==> config.mk <==
export PLATFORM = sky130hd
export DESIGN_NAME = cobs_crc16_frame_decoder_unit
export DESIGN_NICKNAME = d
export VERILOG_FILES = /design/src/rtl/cfcd_pkg.sv /design/src/rtl/cfcd_out_skid.sv /design/src/rtl/cobs_crc16_frame_decoder_unit.sv
export SDC_FILE = /design/constraint.sdc
export NUM_CORES = 1
export LEC_CHECK = 0
export BUFFER_PORTS_ARGS = -buffer_cell sky130_fd_sc_hd__clkbuf_2
export CAP_MARGIN = 20
export CORE_MARGIN = 5
export CORE_UTILIZATION = 45
export CTS_CLUSTER_SIZE = 10
export DETAILED_ROUTE_END_ITERATION = 8
export PLACE_DENSITY = 0.67
export REMOVE_ABC_BUFFERS = 1
export SYNTH_ARGS = -nofsm -noshare
export SYNTH_HDL_FRONTEND = slang
export SYNTH_HIERARCHICAL = 1
export SYNTH_SLANG_ARGS = --single-unit
==> constraint.sdc <==
create_clock -name clk -period 9.15 [get_ports clk]
set_clock_uncertainty 0.2 [all_clocks]
set_input_delay 2.2875 -clock clk [delete_from_list [all_inputs] [get_ports clk]]
set_output_delay 2.2875 -clock clk [all_outputs]
set_load 0.005 [all_outputs]
==> src/rtl/cfcd_pkg.sv <==
// Shared types, constants and the CRC byte update for the COBS/CRC-16 frame decoder.
`default_nettype none
package cfcd_pkg;

	// Frame counter width (encoded and forwarded bytes)
	localparam int COUNT_WIDTH = 12;
	// Width of the payload_length and max_raw_length fields
	localparam int LEN_WIDTH = 12;
	// Width used to compare counts against the limit
	localparam int CMP_WIDTH = 16;

	localparam logic [7:0] DELIM_BYTE = 8'h00;
	localparam logic [7:0] FULL_CODE = 8'hFF;
	localparam logic [15:0] CRC_INIT = 16'hFFFF;
	localparam logic [15:0] CRC_POLY = 16'h1021;
	localparam logic [LEN_WIDTH-1:0] MAX_RAW_RESET = LEN_WIDTH'(1200);
	localparam logic [CMP_WIDTH-1:0] COUNT_MAX = CMP_WIDTH'((1 << COUNT_WIDTH) - 1);

	typedef enum logic [2:0] {
		STATUS_GOOD     = 3'd0,
		STATUS_COBS_ERR = 3'd1,
		STATUS_SHORT    = 3'd2,
		STATUS_CRC_ERR  = 3'd3,
		STATUS_OVERFLOW = 3'd4
	} status_t;

	typedef struct packed {
		logic                 is_end;
		logic [7:0]           data;
		status_t              status;
		logic [LEN_WIDTH-1:0] length;
	} result_t;

	// CRC-16/CCITT-FALSE update over one byte, MSB first
	function automatic logic [15:0] crc_byte(input logic [15:0] crc, input logic [7:0] d);
		logic [15:0] c;
		c = crc ^ {d, 8'h00};
		for (int b = 0; b < 8; b++) begin
			if (c[15]) begin
				c = {c[14:0], 1'b0} ^ CRC_POLY;
			end else begin
				c = {c[14:0], 1'b0};
			end
		end
		return c;
	endfunction

endpackage
`default_nettype wire

==> src/rtl/cfcd_out_skid.sv <==
// Two-entry output buffer: result register plus skid register.
`default_nettype none
module cfcd_out_skid (
	input  wire                      clk,
	input  wire                      arst_n,
	input  wire                      push,
	input  cfcd_pkg::result_t        push_data,
	input  wire                      out_stall,
	output logic                     out_valid,
	output cfcd_pkg::result_t        out_data,
	output logic                     full
);

	logic              out_valid_q;
	logic              skid_valid_q;
	cfcd_pkg::result_t out_q;
	cfcd_pkg::result_t skid_q;
	logic              take;

	assign take      = out_valid_q && !out_stall;
	assign out_valid = out_valid_q;
	assign out_data  = out_q;
	assign full      = skid_valid_q;

	// Advance the output register; park a beat in the skid when the output holds
	always_ff @(posedge clk or negedge arst_n) begin
		if (!arst_n) begin
			out_valid_q  <= 1'b0;
			skid_valid_q <= 1'b0;
		end else begin
			if (skid_valid_q) begin
				if (take) begin
					skid_valid_q <= 1'b0;
				end
			end else if (push && out_valid_q && !take) begin
				skid_valid_q <= 1'b1;
			end
			if (!out_valid_q || take) begin
				out_valid_q <= skid_valid_q || push;
			end
		end
	end

	// Payload registers
	always_ff @(posedge clk) begin
		if (!out_valid_q || take) begin
			out_q <= skid_valid_q ? skid_q : push_data;
		end
		if (!skid_valid_q && push && out_valid_q && !take) begin
			skid_q <= push_data;
		end
	end

endmodule
`default_nettype wire

==> src/rtl/cobs_crc16_frame_decoder_unit.sv <==
// Top level of the COBS frame decoder with CRC-16/CCITT-FALSE check.
//
// Input channel: one received byte per beat on rx_byte (in_valid/in_stall);
// 0x00 ends a frame. Output channel: one result per beat (out_valid/out_stall),
// either a payload byte (is_end = 0, out_data) or an end item (is_end = 1,
// frame_status, payload_length). Payload bytes leave speculatively; drop the
// frame when the end status is not good. Empty frames give no result.
// Configuration: cfg_data written on cfg_valid (cfg_ready is always high)
// sets max_raw_length; write it only while the block is idle.
// Throughput: one byte per cycle while in_stall is low. The COBS group
// tracking, the two-byte hold-back and the byte-wide CRC update are all
// combinational between the frame state registers and the output register.
// Each result goes to the output register, or to the skid while it holds.
// Stall: a two-entry output buffer absorbs one extra result; in_stall rises
// only when both entries are full and falls once the consumer takes a beat.
// Reset: clears frame state, empties the buffer, sets max_raw_length to 1200.
`default_nettype none
module cobs_crc16_frame_decoder_unit (
	input  wire         clk,
	input  wire         arst_n,
	input  wire         in_valid,
	output logic        in_stall,
	input  wire  [7:0]  rx_byte,
	output logic        out_valid,
	input  wire         out_stall,
	output logic        is_end,
	output logic [7:0]  out_data,
	output logic [2:0]  frame_status,
	output logic [11:0] payload_length,
	input  wire         cfg_valid,
	output logic        cfg_ready,
	input  wire  [11:0] cfg_data
);

	localparam int CW = cfcd_pkg::COUNT_WIDTH;
	localparam int LW = cfcd_pkg::LEN_WIDTH;
	localparam int MW = cfcd_pkg::CMP_WIDTH;

	logic [LW-1:0] max_raw_q;
	logic [7:0]    group_rem_q, group_rem_d;
	logic          zero_pend_q, zero_pend_d;
	logic [7:0]    held0_q, held0_d;
	logic [7:0]    held1_q, held1_d;
	logic [1:0]    held_cnt_q, held_cnt_d;
	logic [15:0]   crc_q, crc_d;
	logic [CW-1:0] raw_cnt_q, raw_cnt_d;
	logic [CW-1:0] pay_cnt_q, pay_cnt_d;

	logic              accept;
	logic              res_push;
	cfcd_pkg::result_t res;
	cfcd_pkg::result_t out_res;
	logic              buf_full;
	logic [MW-1:0]     limit;
	logic [MW-1:0]     pay_cnt_w;
	logic              push_en;
	logic [7:0]        push_byte;

	assign accept    = in_valid && !in_stall;
	assign cfg_ready = 1'b1;
	assign pay_cnt_w = MW'(pay_cnt_q);
	assign limit     = (MW'(max_raw_q) < cfcd_pkg::COUNT_MAX) ? MW'(max_raw_q)
	                                                           : cfcd_pkg::COUNT_MAX;

	// Hold the frame length limit
	always_ff @(posedge clk or negedge arst_n) begin
		if (!arst_n) begin
			max_raw_q <= cfcd_pkg::MAX_RAW_RESET;
		end else if (cfg_valid && cfg_ready) begin
			max_raw_q <= cfg_data;
		end
	end

	// Decode one byte: delimiter, overflow, code byte or data byte
	always_comb begin
		group_rem_d = group_rem_q;
		zero_pend_d = zero_pend_q;
		held0_d     = held0_q;
		held1_d     = held1_q;
		held_cnt_d  = held_cnt_q;
		crc_d       = crc_q;
		raw_cnt_d   = raw_cnt_q;
		pay_cnt_d   = pay_cnt_q;
		res_push    = 1'b0;
		res.is_end  = 1'b1;
		res.data    = 8'h00;
		res.status  = cfcd_pkg::STATUS_GOOD;
		res.length  = pay_cnt_w[LW-1:0];
		push_en     = 1'b0;
		push_byte   = rx_byte;
		if (rx_byte == cfcd_pkg::DELIM_BYTE || MW'(raw_cnt_q) >= limit) begin
			if (rx_byte != cfcd_pkg::DELIM_BYTE) begin
				res_push   = 1'b1;
				res.status = cfcd_pkg::STATUS_OVERFLOW;
			end else if (raw_cnt_q != '0) begin
				res_push = 1'b1;
				if (group_rem_q != 8'd0) begin
					res.status = cfcd_pkg::STATUS_COBS_ERR;
				end else if (held_cnt_q < 2'd2) begin
					res.status = cfcd_pkg::STATUS_SHORT;
				end else if ({held1_q, held0_q} != crc_q) begin
					res.status = cfcd_pkg::STATUS_CRC_ERR;
				end
			end
			// Drop all frame state
			group_rem_d = 8'd0;
			zero_pend_d = 1'b0;
			held0_d     = 8'h00;
			held1_d     = 8'h00;
			held_cnt_d  = 2'd0;
			crc_d       = cfcd_pkg::CRC_INIT;
			raw_cnt_d   = '0;
			pay_cnt_d   = '0;
		end else begin
			raw_cnt_d = raw_cnt_q + CW'(1);
			if (group_rem_q == 8'd0) begin
				group_rem_d = rx_byte - 8'd1;
				zero_pend_d = (rx_byte != cfcd_pkg::FULL_CODE);
				push_en     = zero_pend_q && (raw_cnt_q != '0);
				push_byte   = 8'h00;
			end else begin
				group_rem_d = group_rem_q - 8'd1;
				push_en     = 1'b1;
			end
			// Shift a decoded byte through the hold-back pair
			if (push_en) begin
				if (held_cnt_q < 2'd2) begin
					if (held_cnt_q[0]) begin
						held1_d = push_byte;
					end else begin
						held0_d = push_byte;
					end
					held_cnt_d = held_cnt_q + 2'd1;
				end else begin
					res_push   = 1'b1;
					res.is_end = 1'b0;
					res.data   = held0_q;
					res.length = '0;
					crc_d      = cfcd_pkg::crc_byte(crc_q, held0_q);
					pay_cnt_d  = pay_cnt_q + CW'(1);
					held0_d    = held1_q;
					held1_d    = push_byte;
				end
			end
		end
	end

	// Advance frame state on each accepted beat
	always_ff @(posedge clk or negedge arst_n) begin
		if (!arst_n) begin
			group_rem_q <= 8'd0;
			zero_pend_q <= 1'b0;
			held0_q     <= 8'h00;
			held1_q     <= 8'h00;
			held_cnt_q  <= 2'd0;
			crc_q       <= cfcd_pkg::CRC_INIT;
			raw_cnt_q   <= '0;
			pay_cnt_q   <= '0;
		end else if (accept) begin
			group_rem_q <= group_rem_d;
			zero_pend_q <= zero_pend_d;
			held0_q     <= held0_d;
			held1_q     <= held1_d;
			held_cnt_q  <= held_cnt_d;
			crc_q       <= crc_d;
			raw_cnt_q   <= raw_cnt_d;
			pay_cnt_q   <= pay_cnt_d;
		end
	end

	cfcd_out_skid u_skid (
		.clk       (clk),
		.arst_n    (arst_n),
		.push      (accept && res_push),
		.push_data (res),
		.out_stall (out_stall),
		.out_valid (out_valid),
		.out_data  (out_res),
		.full      (buf_full)
	);

	assign in_stall       = buf_full;
	assign is_end         = out_res.is_end;
	assign out_data       = out_res.data;
	assign frame_status   = out_res.status;
	assign payload_length = out_res.length;

	// A fresh frame has no partial group and nothing held back
	a_fresh_frame: assert property (@(posedge clk) disable iff (!arst_n)
		raw_cnt_q == '0 |-> group_rem_q == 8'd0 && held_cnt_q == 2'd0 && !zero_pend_q)
		else $error("frame state not clear at frame start");

	// Hold-back pair never exceeds two bytes
	a_held_bound: assert property (@(posedge clk) disable iff (!arst_n)
		held_cnt_q <= 2'd2)
		else $error("held byte count out of range");

	// Payload beats carry no status and no length
	a_payload_beat: assert property (@(posedge clk) disable iff (!arst_n)
		out_valid && !is_end |-> frame_status == cfcd_pkg::STATUS_GOOD &&
			payload_length == 12'd0)
		else $error("payload beat carries end fields");

	// Input stalls only while a result already waits at the output
	a_stall_cause: assert property (@(posedge clk) disable iff (!arst_n)
		in_stall |-> out_valid)
		else $error("input stalled with empty output");

	// A full buffer with a stalled consumer stays full
	a_buf_hold: assert property (@(posedge clk) disable iff (!arst_n)
		in_stall && out_stall |=> in_stall)
		else $error("skid entry lost under stall");

endmodule
`default_nettype wire
Word-level counts from Yosys, hierarchy flattened
Index checks and enable logic that the tools add are counted.
{"block": "word_totals", "ff_bits": 129, "inputBits": 25, "output_inout_bits": 27, "elab_cells": 146}
{"block": "classes", "addsub": 5, "order_cmp": 3, "n_eq_ne": 5, "muxes": 76, "bitwise": 9, "reduce_logical": 29}
{"op": "2-to-1 mux 16 bit", "count": 24}
{"op": "2-to-1 mux 13 bit", "count": 8}
{"op": "2-to-1 mux 12 bit", "count": 8}
{"op": "2-to-1 mux 8 bit", "count": 11}
{"op": "2-to-1 mux 9 bit", "count": 3}
{"op": "adder 12 x 1 -> 12 bit (second input constant)", "count": 2}
{"op": "2-to-1 mux 24 bit", "count": 1}
{"op": "NOT 3 bit", "count": 8}
{"op": "zero test 8 bit", "count": 2}
{"op": "inequality test 16 bit", "count": 1}
{"op": "nonzero test 8 bit", "count": 2}
{"op": "subtractor 8 x 1 -> 8 bit (second input constant)", "count": 2}
{"op": "XOR 16 bit", "count": 1}
{"op": "2-to-1 mux 2 bit", "count": 7}
{"op": ">= comparator 12 bit", "count": 1}
{"op": "less-than comparator 12 bit (second input constant)", "count": 1}
{"op": "2-to-1 mux 1 bit", "count": 12}
{"op": "AND reduction 3 bit", "count": 4}
{"op": "nonzero test 12 bit", "count": 1}
{"op": "logical AND 1 bit", "count": 9}
{"op": "inequality test 8 bit (second input constant)", "count": 1}
{"op": "2-to-1 mux 3 bit", "count": 2}
{"op": "inequality test 3 bit (second input constant)", "count": 2}
{"op": "nonzero test 2 bit", "count": 3}
{"op": "other kinds (6)", "count": 11}

Longest topological paths before layout
Gate-level depths: netlist of run 1.
{"block": "depth", "word_depth": 42, "depth_mapped": 10, "ltp_nobuf": 9}

Modules after synthesis
The synthesis of run 1 kept the hierarchy.
{"module": "cobs_crc16_frame_decoder_unit", "n_inst": 1, "cells_each": 517, "area_per_inst_um2": 4750.8}
{"module": "cfcd_out_skid", "n_inst": 1, "cells_each": 84, "area_per_inst_um2": 1904.3}

Worst setup path before layout of run 1
OpenSTA, ideal clock, no wires.
{"block": "synth_timing", "path_type": "input-to-reg", "start": "in rx_byte[3]", "end": "reg u_skid/skid_q[0] in the netlist's numbering, enable pin", "arrival_ns": 5.715, "required_ns": 8.510, "slack_ns": 2.795, "path_stages": 7, "path_buffers": 1, "path_cell_list": "or4_4 nor4b_4 a21o_4 nor2_2 clkbuf_1 a221oi_1 nor3b_1"}
{"block": "synth_between", "elab_chain_cells": 7, "word_cells_on_any_way": 9, "classes_between": "mux: 2; reduce/logical: 7"}
{"element": "start, declared", "line_no": "cobs_crc16_frame_decoder_unit.sv:23", "source": "input wire [7:0] rx_byte,"}
{"element": "nonzero test 8 bit / zero test 8 bit (equally long branches)", "line_no": "cobs_crc16_frame_decoder_unit.sv:92, cobs_crc16_frame_decoder_unit.sv:91"}
{"element": "2-to-1 mux 1 bit / logical OR 1 bit (equally long branches)", "line_no": "cobs_crc16_frame_decoder_unit.sv:92, cobs_crc16_frame_decoder_unit.sv:91"}
{"element": "2-to-1 mux 1 bit (*)", "line_no": "cobs_crc16_frame_decoder_unit.sv:91", "source": "if (rx_byte == cfcd_pkg::DELIM_BYTE || MW'(raw_cnt_q) >= limit) begin"}
{"element": "logical AND 1 bit (*)", "line_no": "cobs_crc16_frame_decoder_unit.sv:174", "source": ".push (accept && res_push),"}
{"element": "logical AND 1 bit (*) (3 in series)", "line_no": "cfcd_out_skid.sv:49", "source": "if (!skid_valid_q && push && out_valid_q && !take) begin"}
{"element": "end signal, assigned", "line_no": "cfcd_out_skid.sv:50", "source": "skid_q <= push_data;"}
{"element": "end, declared", "line_no": "cfcd_out_skid.sv:17", "source": "cfcd_pkg::result_t skid_q;"}
Mark *: on every way between the ends. The rest lies on a longest branch, timed or not.
A chain may end at the register's enable or synchronous reset.

Final worst setup path of run 1
{"block": "layout_timing", "start": "in rx_byte[3]", "end": "reg u_skid/skid_q[18] in the netlist's numbering, enable pin"}
The elaborated chain is that of the path after synthesis.

==> results of run 1 <==
## area by class of cell
cell class	instances	area share [%]
multi-input combinational	409	37.3
sequential	129	45.4
clock inverter	15	2.55
clock buffer	17	5.53
timing repair buffer	60	4.57
tap	184	2.99
inverter	35	1.71
## critical path, cell delays in order
cell	delay (ns)
clkbuf_2	0.13
or4_4	0.58
nor4b_4	0.37
a21o_4	0.17
nor2_2	0.04
a221oi_1	0.48
nor3b_2	0.25
buf_4	0.32
## per-stage QoR
stage	total power (W)	instances	worst slack (ns)	cell area, µm²
final	0.00278	849	4.41	7700
after global routing	0.00296	849	4.31	7700
after CTS	0.00280	848	4.43	7670
after detailed placement	0.00207	816	4.00	7050
after global placement	0.00203	815	4.07	7040
after floorplan	0.00178	573	2.82	6490
## registers in the layout (all words and copies together), names as in the netlist, 2 cells and up
register / flops
held0_q: 8
u_skid/skid_q: 24
u_skid/out_data: 24
group_rem_q: 8
held1_q: 8
held_cnt_q: 2
max_raw_q: 12
pay_cnt_q: 12
crc_q: 16
raw_cnt_q: 12
## metal layers
layer / vias up / wire, µm
met2: 144 / 6310
met4: 0 / 284
li1: 2277 / -
met1: 2275 / 6580
met3: 18 / 802
met5: - / 0
## cell families after synthesis
kind of cell / Yosys count / share of synthesized area, %
flip-flops: 129 / 52.5
buffers and inverters: 63 / 4.46
AO/OA/AOI/OAI: 137 / 14.0
other: 1 / 0.0563
multiplexers: 28 / 5.64
XOR/XNOR: 47 / 6.19
AND/OR/NAND/NOR: 180 / 14.2
adder cells (fa/ha/maj): 16 / 3.01
## path summary, 6_finish.rpt
path | start | endpoint | slack [ns] | depth (start not counted)
min in group asynchronous | arst_n | held1_q[6]$_DFFE_PN0P_ | 1.50 | 1
max in group asynchronous | arst_n | max_raw_q[7]$_DFFE_PN1P_ | 6.63 | 2
worst max register to register | max_raw_q[10]$_DFFE_PN1P_ | u_skid/skid_q[18]$_DFFE_PP_ | 5.92 | 9
worst max-delay path | rx_byte[3] | u_skid/skid_q[18]$_DFFE_PP_ | 4.41 | 8
worst min-delay path | crc_q[5]$_DFFE_PN1P_ | crc_q[5]$_DFFE_PN1P_ | 0.33 | 1
worst min register to register | crc_q[5]$_DFFE_PN1P_ | crc_q[5]$_DFFE_PN1P_ | 0.33 | 1
## power breakdown
group	internal, W	switching (W)
sequential	0.000867	0.000202
combinational	0.000496	0.000502
clock	0.000475	0.000238
total	0.00184	0.000942
## placed cells by master (no fill, tap or decap), types with 4 or more instances in the layout
cell type  instances
mux2_2             8
o22a_1             5
dfrtp_1           61
a22o_1             9
and2_1             8
buf_4              9
a2bb2oi_2          8
nor2_1            24
or3_1              8
clkbuf_2          49
nor3_1             9
o22ai_1            5
clkinv_1           5
xor2_1            11
mux2_4            17
o21ai_0           52
dfstp_2           20
nand3_1           16
clkinv_2           4
edfxtp_1          48
and3_1            10
clkbuf_16         17
ha_1              16
xnor2_1           36
bufinv_16          5
nand2_1           60
inv_1             35
a21oi_1           31
o211ai_1           4
nand4_1           20
==> reports/results.ini, run 1 <==
[flow_run]
maxCapViolCount = 0

[clock_network]
worstSkewPairLatency_ns = 0.42
cts.sinks = 129
cts_tree = yes
cts-root-buf = clkbuf_16
htreeDepth = 4
clkTransAtPathRegs_ns = 0.05
cts_resized = 0
post_cts_buffers = 0
cts_buffers = 17
holdBufCountCts = 0
cts.path.max_buffers = 2

[synth]
netlist_area_mm2 = 0.00666
synthFlopType = dfrtp_1
synth_warnings = 6
syn_area_per_cell_um2 = 11.1
synth-edff-count = 48
async_flop_share_pct = 62.8
synth_seq_cells = 129
syn-instance-count = 601
yosysSeqAreaShare_pct = 52.5
synth_top_area_cell = dfrtp_1
synth_most_common_cell = dfrtp_1
ys_types = 64
synth_area_leaders = dfrtp_1 23%, edfxtp_1 22%, dfstp_2 7.9%, xnor2_1 4.7%, o21ai_0 3.9%
synthDominantCellAreaShare_pct = 22.9
synth_common_cells = 61 x dfrtp_1, 60 x nand2_1, 52 x o21ai_0, 48 x edfxtp_1, 36 x xnor2_1

[routing]
drc = 0
dr.pass1.iters = 7
via_per_inst = 5.55
routedWlPerCell_um = 16.5
drtIter0Drc = 402
wl_mm = 14.0
ant_nets = 0
num_vias = 4714

[global_route]
grt_overflow_total = 0
gr-usage-met1_pct = 23.3
grt_pass1_wl_mm = 23.4
grt_pass1_vias = 4618
antenna_found_initial = 0
grt_usage_pct = 16.4
use_met2_pct = 23.9
use_met3_pct = 4.17
top_usage_layer = met2
grt_max_degree = 82

[sta]
fin_crit_ns = 4.74
finalMaxSlewViolations = 0
clock.fmax_ghz = 0.211
finalSetupTns_ns = 0
hold_viol_final = 0
finalSetupViolations = 0
fin_crit_sh_pct = 51.8
hold_slack_ns = 0.325
rsz0062_at_grt = false
slew_headroom_pct = 52.0
tightest_slew_ns = 0.715

[final_layout]
nNetsFinal = 693
multi_input_area_mm2 = 0.00287
final_util_pct = 53.0
n_fill_cell = 1320
seqCellArea_mm2 = 0.00349
diodes = 0
drive_gt1_share_pct = 23.3
syn_to_final_growth_pct = 15.7

[die]
core_area_mm2 = 0.0145
rows = 44
pin_count = 52
die_h_um = 132
die_area_mm2 = 0.0173
start_util_pct = 45.8
die_w_um = 132

[critical_path]
path_class = in -> reg
startpoint_type = input pin
worstSetupEndpointType = flip-flop
critPathMaxFanout = 24
critPathArrivalTime_ns = 4.63
cp.required_ns = 9.04

[placed_design]
globalplace.congestion = 0.872
io_buffers = 50
post-dp-hpwl_mm = 9.71

[power_and_ir_drop]
vdd_drop_max_mv = 0.131
p_leak_nw = 3.25
p_per_area_mw_per_mm2 = 361

[status]
status = completed

[min_path]
hp-class = reg -> reg

(Power assumes the default switching activity.)
==> run 2, diff against run 1 <==
--- a/config.mk
+++ b/config.mk
@@ -5,13 +5,14 @@
 export SDC_FILE = /design/constraint.sdc
 export NUM_CORES = 1
 export LEC_CHECK = 0
+export ABC_AREA = 1
 export BUFFER_PORTS_ARGS = -buffer_cell sky130_fd_sc_hd__clkbuf_2
 export CAP_MARGIN = 20
 export CORE_MARGIN = 5
 export CORE_UTILIZATION = 45
 export CTS_CLUSTER_SIZE = 10
 export DETAILED_ROUTE_END_ITERATION = 8
-export PLACE_DENSITY = 0.67
+export PLACE_DENSITY = 0.66
 export REMOVE_ABC_BUFFERS = 1
 export SYNTH_ARGS = -nofsm -noshare
 export SYNTH_HDL_FRONTEND = slang
==> constraint.sdc (replaced) <==
create_clock -name clk -period 4.6 [get_ports clk]
set_clock_uncertainty 0.2 [all_clocks]
set_input_delay 1.15 -clock clk [delete_from_list [all_inputs] [get_ports clk]]
set_output_delay 1.15 -clock clk [all_outputs]
set_load 0.005 [all_outputs]
==> run 2 against run 1 <==
Effect of this change: global-route usage decreased by 0.38 points; total power increased by 87%; largest cell class unchanged; final cell count increased by 31%; non-clock buffer count decreased by 2; synthesized cell count increased by 39%.
==> reports/results.ini, run 2 <==
[status]
status = completed  ; unchanged

[die]
die_h_um = 136  ; was 132 µm
start_util_pct = 45.4  ; was 45.8%
pin_count = 52  ; unchanged
core_area_mm2 = 0.0157  ; was 0.0145 mm²
die_area_mm2 = 0.0185  ; was 0.0173 mm²
die_w_um = 136  ; was 132 µm
rows = 46  ; was 44

[clock_network]
clkTransAtPathRegs_ns = 0.06  ; was 0.05 ns
cts_buffers = 17  ; unchanged
htreeDepth = 4  ; unchanged
cts_tree = yes  ; unchanged
cts_resized = 0  ; unchanged
worstSkewPairLatency_ns = 0.42  ; about the same
cts.sinks = 129  ; unchanged
post_cts_buffers = 0  ; unchanged
cts.path.max_buffers = 2  ; unchanged
cts-root-buf = clkbuf_16  ; unchanged
holdBufCountCts = 0  ; unchanged

[routing]
via_per_inst = 4.61  ; was 5.55
dr.pass1.iters = 5  ; was 7
num_vias = 5141  ; was 4714
wl_mm = 13.4  ; was 14.0 mm
ant_nets = 0  ; unchanged
drc = 0  ; unchanged
drtIter0Drc = 434  ; was 402
routedWlPerCell_um = 12.0  ; was 16.5 µm

[min_path]
min_from = pay_cnt_q[11]$_DFFE_PN0P_  ; was crc_q[5]$_DFFE_PN1P_
hp-class = reg -> reg  ; unchanged

[global_route]
grt_pass1_wl_mm = 23.7  ; was 23.4 mm
grt_max_degree = 82  ; unchanged
grt_pass1_vias = 4967  ; was 4618
grt_usage_pct = 16.0  ; was 16.4%
grt_overflow_total = 0  ; unchanged
antenna_found_initial = 0  ; unchanged

[synth]
synth-edff-count = 48  ; unchanged
ys_types = 44  ; was 64
synth_common_cells = 241 x nand2_1, 95 x nor2_1, 86 x inv_1, 61 x dfrtp_1, 48 x edfxtp_1  ; was 61 x dfrtp_1, 60 x nand2_1, 52 x o21ai_0, 48 x edfxtp_1, 36 x xnor2_1
synth_seq_cells = 129  ; unchanged
synth_top_area_cell = dfrtp_1  ; unchanged
syn_area_per_cell_um2 = 8.56  ; was 11.1 µm²
synth_most_common_cell = nand2_1  ; was dfrtp_1
yosysSeqAreaShare_pct = 49.0  ; was 52.5%
synth_area_leaders = dfrtp_1 21%, edfxtp_1 20%, nand2_1 13%, dfstp_2 7.4%, nor2_1 5.0%  ; was dfrtp_1 23%, edfxtp_1 22%, dfstp_2 7.9%, xnor2_1 4.7%, o21ai_0 3.9%
netlist_area_mm2 = 0.00713  ; was 0.00666 mm²
synth_warnings = 6  ; unchanged
syn-instance-count = 833  ; was 601
synthFlopType = dfrtp_1  ; unchanged
async_flop_share_pct = 62.8  ; unchanged
synthDominantCellAreaShare_pct = 21.4  ; was 22.9%

[final_layout]
n_fill_cell = 1465  ; was 1320
final_cell_mix = 241 x nand2_1, 95 x nor2_1, 86 x inv_1  ; was 61 x dfrtp_1, 60 x nand2_1, 52 x o21ai_0
syn_to_final_growth_pct = 12.7  ; was 15.7%
nNetsFinal = 926  ; was 693
drive_gt1_share_pct = 18.7  ; was 23.3%
final_util_pct = 51.1  ; was 53.0%
diodes = 0  ; unchanged
final_common_cell = nand2_1  ; was dfrtp_1

[sta]
clock.fmax_ghz = 0.351
hold_viol_final = 0  ; unchanged
finalSetupViolations = 0  ; unchanged
slew_headroom_pct = 53.8  ; was 52.0%
fin_crit_ns = 2.85
finalSetupTns_ns = 0  ; unchanged
rsz0062_at_grt = false  ; unchanged
tightest_slew_ns = 0.693  ; was 0.715 ns
fin_crit_sh_pct = 62.0
finalMaxSlewViolations = 0  ; unchanged

[critical_path]
worst-path-buf-inv = 4  ; was 2
path_class = reg -> reg  ; was in -> reg
cp-startpoint = max_raw_q[10]$_DFFE_PN1P_  ; was rx_byte[3]
startpoint_type = flip-flop  ; was input pin
slowest_stage = dfstp_2  ; was or4_4
worstSetupEndpointType = flip-flop  ; unchanged
path_cells = inv_1 > ha_1 > nand2_2 > nor2_2 > nand2_1 > nor2_1 > nand2_2 > nand2_4 > nor2_8 > nand2_4 > nand2_4 > nor2_1 > inv_1 > nor2_1 > nand2_1 > inv_1 > buf_4  ; was clkbuf_2 > or4_4 > nor4b_4 > a21o_4 > nor2_2 > a221oi_1 > nor3b_2 > buf_4
cp.required_ns = 4.49  ; was 9.04 ns
critPathMaxFanout = 24  ; unchanged
critical_path.top_delay_family = simple AND/OR/NAND/NOR gates  ; unchanged
r2r_start = max_raw_q[10]$_DFFE_PN1P_  ; unchanged
cpPeakStageDelay_ns = 0.51  ; was 0.58 ns
critPathArrivalTime_ns = 2.74  ; was 4.63 ns

[power_and_ir_drop]
vdd_drop_max_mv = 0.306  ; was 0.131 mV
p_leak_nw = 3.85  ; was 3.25 nW
p_per_area_mw_per_mm2 = 649  ; was 361 mW/mm²

[placed_design]
post-dp-hpwl_mm = 9.55  ; was 9.71 mm
io_buffers = 50  ; unchanged
globalplace.congestion = 0.847  ; was 0.872

[flow_run]
maxCapViolCount = 0  ; unchanged

-- run 2: cell count changes in the layout (fill, tap and decap cells not counted), sizes merged, moves of 24 or more --
cell / change
inv: +56
mux2: -24
nand2: +206
nand3: +27
nor2: +75
-- run 2: final timing paths --
path,end,slack [ns],cells past startpoint
max,u_skid/skid_q[9]$_DFFE_PP_,1.75,17
min,pay_cnt_q[11]$_DFFE_PN0P_,0.28,2
max reg2reg,u_skid/skid_q[9]$_DFFE_PP_,1.75,17
min reg2reg,pay_cnt_q[11]$_DFFE_PN0P_,0.28,2
max in group asynchronous,crc_q[3]$_DFFE_PN1P_,3.10,2
min in group asynchronous,max_raw_q[6]$_DFFE_PN0P_,0.46,1
-- run 2: report_power, final --
group / internal [W] / total, W / leakage (nW) / switching, W
clock: 0.000758 / 0.00122 / 0.265 / 0.000463
combinational: 0.000807 / 0.00204 / 2.11 / 0.00123
sequential: 0.00164 / 0.00195 / 1.47 / 0.000305
-- run 2: cells by family (layout without fill, tap and decap cells) --
| family | Yosys count | after routing | share of synthesized area, % |
|---|---|---|---|
| adder cells (fa/ha/maj) | 16 | 16 | 2.81 |
| buffers and inverters | 116 | 181 | 8.15 |
| flip-flops | 129 | 129 | 49.0 |
| AND/OR/NAND/NOR | 445 | 445 | 27.5 |
| AO/OA/AOI/OAI | 78 | 78 | 6.58 |
| other | 1 | 1 | 0.0526 |
| XOR/XNOR | 47 | 47 | 5.78 |
| multiplexers | 1 | 1 | 0.158 |
-- run 2: layout make-up --
| type | instances | area, µm² | share of cell area, % |
|---|---|---|---|
| clock buffer | 23 | 468 | 5.83 |
| clock inverter | 9 | 65.1 | 0.810 |
| inverter | 91 | 349 | 4.35 |
| multi-input combinational | 588 | 3050 | 38.0 |
| sequential | 129 | 3490 | 43.5 |
| tap | 216 | 270 | 3.37 |
| timing repair buffer | 58 | 333 | 4.14 |
-- run 2: stage by stage --
step	cells	setup slack, ns	area (µm²)	hold WS, ns	power (W)
6_report	1114	1.75	8030	0.279	0.00521
5_1_grt	1114	1.50	8030	0.291	0.00569
4_1_cts	1113	1.70	8000	0.280	0.00527
3_5_place_dp	1081	1.41	7470	0.266	0.00402
3_3_place_gp	1081	1.47	7470	0.255	0.00399
2_1_floorplan	808	1.11	6900	0.242	0.00349
-- run 2: routing by layer --
metal | track usage, % | vias up | share of wire (%)
li1 | - | 2737 | -
met2 | 24.1 | 81 | 44
met1 | 22.5 | 2311 | 51
met4 | 6.16 | 0 | 1.4
met5 | 0 | - | 0
met3 | 4.00 | 12 | 3.6
-- run 2: tightest hold or removal path, cell delays in order (launching register included) --
cell	delay [ns]
dfrtp_1	0.34
nand2_1	0.05
nand2_1	0.05
